--- src/design/hzs_pkg.sv ---
package hzs_pkg;

    localparam int COORD_BITS_DEF      = 16;
    localparam int ANGLE_FRAC_BITS_DEF = 13;
    localparam int CORDIC_STAGES_DEF   = 16;
    localparam int TBL_FRAC            = 32;
    localparam int GUARD_TOP           = 60;
    localparam int ENERGY_BITS         = 24;
    localparam int DP_W                = 64;
    localparam int ACC_W               = 36;
    localparam int SQRT_STEPS          = 32;

    localparam longint PI_T   = 64'sd13493037705;
    localparam longint PIO2_T = 64'sd6746518852;

    typedef struct packed {
        logic signed [DP_W-1:0]  x;
        logic signed [DP_W-1:0]  y;
        logic signed [ACC_W-1:0] a;
    } t_cvec;

    typedef struct packed {
        logic [DP_W-1:0] n;
        logic [DP_W-1:0] res;
    } t_sqrt;

    // arctan(2^-i) in units of 2^-32 rad
    function automatic logic signed [ACC_W-1:0] atan_t(input int i);
        logic signed [ACC_W-1:0] v;
        begin
            unique case (i)
                0:  v = 36'sd3373259426;
                1:  v = 36'sd1991351318;
                2:  v = 36'sd1052175346;
                3:  v = 36'sd534100635;
                4:  v = 36'sd268086748;
                5:  v = 36'sd134174063;
                6:  v = 36'sd67103403;
                7:  v = 36'sd33553749;
                8:  v = 36'sd16777131;
                9:  v = 36'sd8388597;
                10: v = 36'sd4194303;
                default: v = ACC_W'(64'sd1 <<< (32 - i + 10)) >>> 10;
            endcase
            return v;
        end
    endfunction

    // bring a vector with negative x into the right half plane
    function automatic t_cvec prerot(input logic signed [DP_W-1:0] x,
                                     input logic signed [DP_W-1:0] y);
        t_cvec v;
        begin
            v.x = x;
            v.y = y;
            v.a = '0;
            if (x < 0) begin
                if (y >= 0) begin
                    v.x = y;
                    v.y = -x;
                    v.a = ACC_W'(PIO2_T);
                end else begin
                    v.x = -y;
                    v.y = x;
                    v.a = -ACC_W'(PIO2_T);
                end
            end
            return v;
        end
    endfunction

endpackage

--- src/design/hzs_sqrt_cell.sv ---
module hzs_sqrt_cell #(
    parameter int BITPOS = 62
) (
    input  logic           i_clk,
    input  logic           i_en,
    input  hzs_pkg::t_sqrt i_d,
    output hzs_pkg::t_sqrt o_d
);
    localparam logic [hzs_pkg::DP_W-1:0] Bit = hzs_pkg::DP_W'(1) << BITPOS;

    logic [hzs_pkg::DP_W-1:0] w_trial;
    hzs_pkg::t_sqrt           n_d;
    hzs_pkg::t_sqrt           r_d;

    assign w_trial = i_d.res + Bit;

    always_comb begin
        if (i_d.n >= w_trial) begin
            n_d.n   = i_d.n - w_trial;
            n_d.res = (i_d.res >> 1) + Bit;
        end else begin
            n_d.n   = i_d.n;
            n_d.res = i_d.res >> 1;
        end
    end

    always_ff @(posedge i_clk) begin
        if (i_en) begin
            r_d <= n_d;
        end
    end

    assign o_d = r_d;
endmodule

--- config.mk ---
export PLATFORM = sky130hd
export DESIGN_NAME = hzs_sqrt_cell
export DESIGN_NICKNAME = d
export VERILOG_FILES = /design/src/design/hzs_pkg.sv /design/src/design/hzs_sqrt_cell.sv
export SDC_FILE = /design/constraint.sdc
export NUM_CORES = 1
export LEC_CHECK = 0
export BUFFER_PORTS_ARGS = -buffer_cell sky130_fd_sc_hd__buf_2
export CAP_MARGIN = 30
export CORE_ASPECT_RATIO = 0.75
export CORE_UTILIZATION = 57
export DETAILED_ROUTE_END_ITERATION = 6
export PLACE_DENSITY = 0.95
export SYNTH_ARGS = -nofsm -noshare
export SYNTH_HDL_FRONTEND = slang
export SYNTH_SLANG_ARGS = --single-unit
--- constraint.sdc ---
create_clock -name i_clk -period 9.9 [get_ports i_clk]
set_clock_uncertainty 0.2 [all_clocks]
set_input_delay 0.495 -clock i_clk [delete_from_list [all_inputs] [get_ports i_clk]]
set_output_delay 0.495 -clock i_clk [all_outputs]
set_load 0.03 [all_outputs]
==> metrics.txt <==
status=finished clean; I/O Buffers=257; DP Cell Count=1308; CP Cell Sequence=buf_2 -> inv_1 -> ha_1 -> fa_1 -> nand2b_1 -> a21oi_1 -> o41ai_1 -> nor4bb_1 -> nor3_2 -> o21ai_1 -> o41ai_4 -> buf_4 -> or4b_1 -> a21oi_1 -> nor3_1; # setup viols final=0; CP arrival=4110 ps; WP buf/inv=3; post-synthesis net count=1080; Worst path slowest cell=buf_4; number of synthesized flops with an enable pin=128; Gate power share=31.1%; crit-path max cell delay=700 ps; TritonRoute pass-1 iters=6; worst vdd ir=0.0001476 V; CTS Sinks=128; kind of cell adding the most delay to the critical path=simple AND/OR/NAND/NOR gates; share of post-route cells with drive strength above 1=26.75%; Achievable Freq=241.1 MHz; crit path kind=primary input to register; total net switching power=0.6346 mW; Total Wirelength=23.41 mm; hold_buf cts=0; dpl hpwl=18.07 mm; GP Congestion=0.9200; die area=15600 sq um; CP required=9860 ps; Reg clk slew, reported paths=60 ps; initial antenna violation count=0; Clk pwr share=32.5%; max_cap viols=0; Crit Path Max Fanout=80; Fin. Hold Viols=0; CP Launch Type=primary input; most frequent CP cell=a21oi_1; TritonCTS clock tree=built; internal power=1.273 mW; final net count=1322; Async SR Flop Fraction=0%; Avg WL per Cell=17.46 um; crit share post-route=41.90%; syn avg cell area=9.728 sq um; Tmin final=4148 ps; CP endpoint kind=register; Slew @ Worst Pin=914.0 ps; P&R area growth vs syn=23.12%; vias in the first global route=7450; register area share after synthesis=44.64%; Leak=4.923 nW; DR iter-0 viols=666; maximum clock path buffer count=2; routed vias/inst=5.855; HP Start=i_d[18]; # IOs=258; Final ANT Viol Nets=0; Cell Count, Final, Fillers Out=1341; Core Region=14600 sq um; synth unique cells=58; GRT overflow=0; Initial Util=58.98%; flop and latch count out of synthesis=128; Synth Warn #=0; most common cell after layout, fill and taps aside=buf_2; number of flip-flops in the largest register=128; Post-CTS Resized=0; global-route wire length before repair=35.99 mm; # H-tree levels=4; Setup TNS=0 ps; Pins Over Slew Limit=0; sequential share of power=36.4%; fillcell total=1050; most frequent cells in the layout=256 x buf_2, 128 x edfxtp_1, 111 x a21oi_1, 82 x nor2_1, 78 x inv_1; DR vias=7851; PwrDens=180.0 nW/um^2; Sw Ratio=33.26%; row count=38; HP Class=primary input to register; pin count of the biggest net entering global routing=81; relative slew slack=39.07%; Die Height=108.4 um; Mapped Area=8610 sq um; drt drc=0; Synth Instances=885; RSZ-0062 raised after global routing=no; postcts setup bufs=0; GRT Total Usage=30.07%; Top FF cell, synth=edfxtp_1; crit path from=i_d[64]; Die X=143.9 um; CTS buffer count=17; clk root buf=clkbuf_16
## kinds of logic (layout without fill, tap and decap cells)
logic type,count (synthesis),after routing,share of synthesized area (%)
AOI/OAI and AO/OA,272,272,19.81
xor gates and xnor gates,56,56,5.697
adders and majority gates,65,65,9.534
buffers and inverters,115,370,5.188
DFF,128,128,44.64
muxes,15,15,1.947
other,0,1,0
and+or+nand+nor,234,234,13.18
## worst paths after layout
check                                end  slack (ps)  depth (start not counted)
worst max-delay path  o_d[124]$_DFFE_PP_        5750                         15
worst min-delay path   o_d[17]$_DFFE_PP_          60                          1
## cells in the mapped netlist (all sizes together) (2+ instances only)
| cell | instances | area [sq um] |
|---|---|---|
| o21ai | 43 | 215.2 |
| and2 | 10 | 62.56 |
| mux2 | 14 | 157.7 |
| o22ai | 2 | 12.51 |
| a41oi | 5 | 43.79 |
| nand3 | 14 | 70.07 |
| o31ai | 2 | 15.01 |
| o21bai | 11 | 82.58 |
| a211o | 2 | 17.52 |
| a211oi | 4 | 30.03 |
| o211ai | 7 | 52.55 |
| and3 | 13 | 81.33 |
| a21o | 49 | 367.9 |
| a21boi | 5 | 37.54 |
| inv | 78 | 292.8 |
| nor2 | 82 | 307.8 |
| nand2 | 52 | 195.2 |
| nor2b | 10 | 62.56 |
| ha | 64 | 800.8 |
| and4b | 2 | 20.02 |
| a21oi | 111 | 555.5 |
| xor2 | 20 | 175.2 |
| o31a | 5 | 43.79 |
| xnor2 | 36 | 315.3 |
| buf | 11 | 55.05 |
| a31oi | 7 | 43.79 |
| nand2b | 3 | 18.77 |
| edfxtp | 128 | 3844 |
| clkbuf | 26 | 98.84 |
| nand4 | 18 | 112.6 |
| o21a | 7 | 52.55 |
| or3 | 4 | 25.02 |
| or2 | 4 | 25.02 |
| nor3 | 12 | 65.06 |
| nor4b | 2 | 17.52 |
| o41ai | 3 | 45.05 |
| and4 | 3 | 26.28 |
## power by group through the flow
stage	Combinational (mW)	Sequential (mW)	Clock, mW
final	0.593	0.695	0.620
after global placement	0.564	0.702	0
after global routing	0.638	0.700	0.644
after CTS	0.586	0.695	0.625
after floorplan	0.278	0.835	0
after detailed placement	0.580	0.705	0
## stage by stage
stage          instance area [sq um]  power [mW]  hold WS (ps)  worst slack [ps]  utilization, %
2_1_floorplan                   8610       1.114         393.9              6342               -
3_3_place_gp                   10020       1.266         486.2              5541           68.63
3_5_place_dp                   10020       1.285         488.1              5378           68.63
4_1_cts                        10600       1.905         54.73              5806           72.60
5_1_grt                        10600       1.982         56.52              5479           72.60
6_report                       10600       1.908         64.92              5752           72.62
## cell type report
| class | count | area [sq um] | area share, % |
|---|---|---|---|
| Antenna cell | 1 | 2.502 | 0.02361 |
| Clock buffer | 21 | 440.4 | 4.155 |
| Clock inverter | 11 | 140.1 | 1.322 |
| Inverter | 78 | 292.8 | 2.762 |
| Multi-Input combinational cell | 642 | 4319 | 40.75 |
| Sequential cell | 128 | 3844 | 36.26 |
| Tap cell | 200 | 250.2 | 2.361 |
| Timing Repair Buffer | 260 | 1311 | 12.37 |
## per-layer routing
metal / GRT usage (%) / wire (um)
met1: 38.62 / 9912
met2: 48.14 / 10700
met3: 7.927 / 2140
met4: 12.54 / 657
met5: 0 / 0
Note: power is estimated with default switching activity, not from simulation.
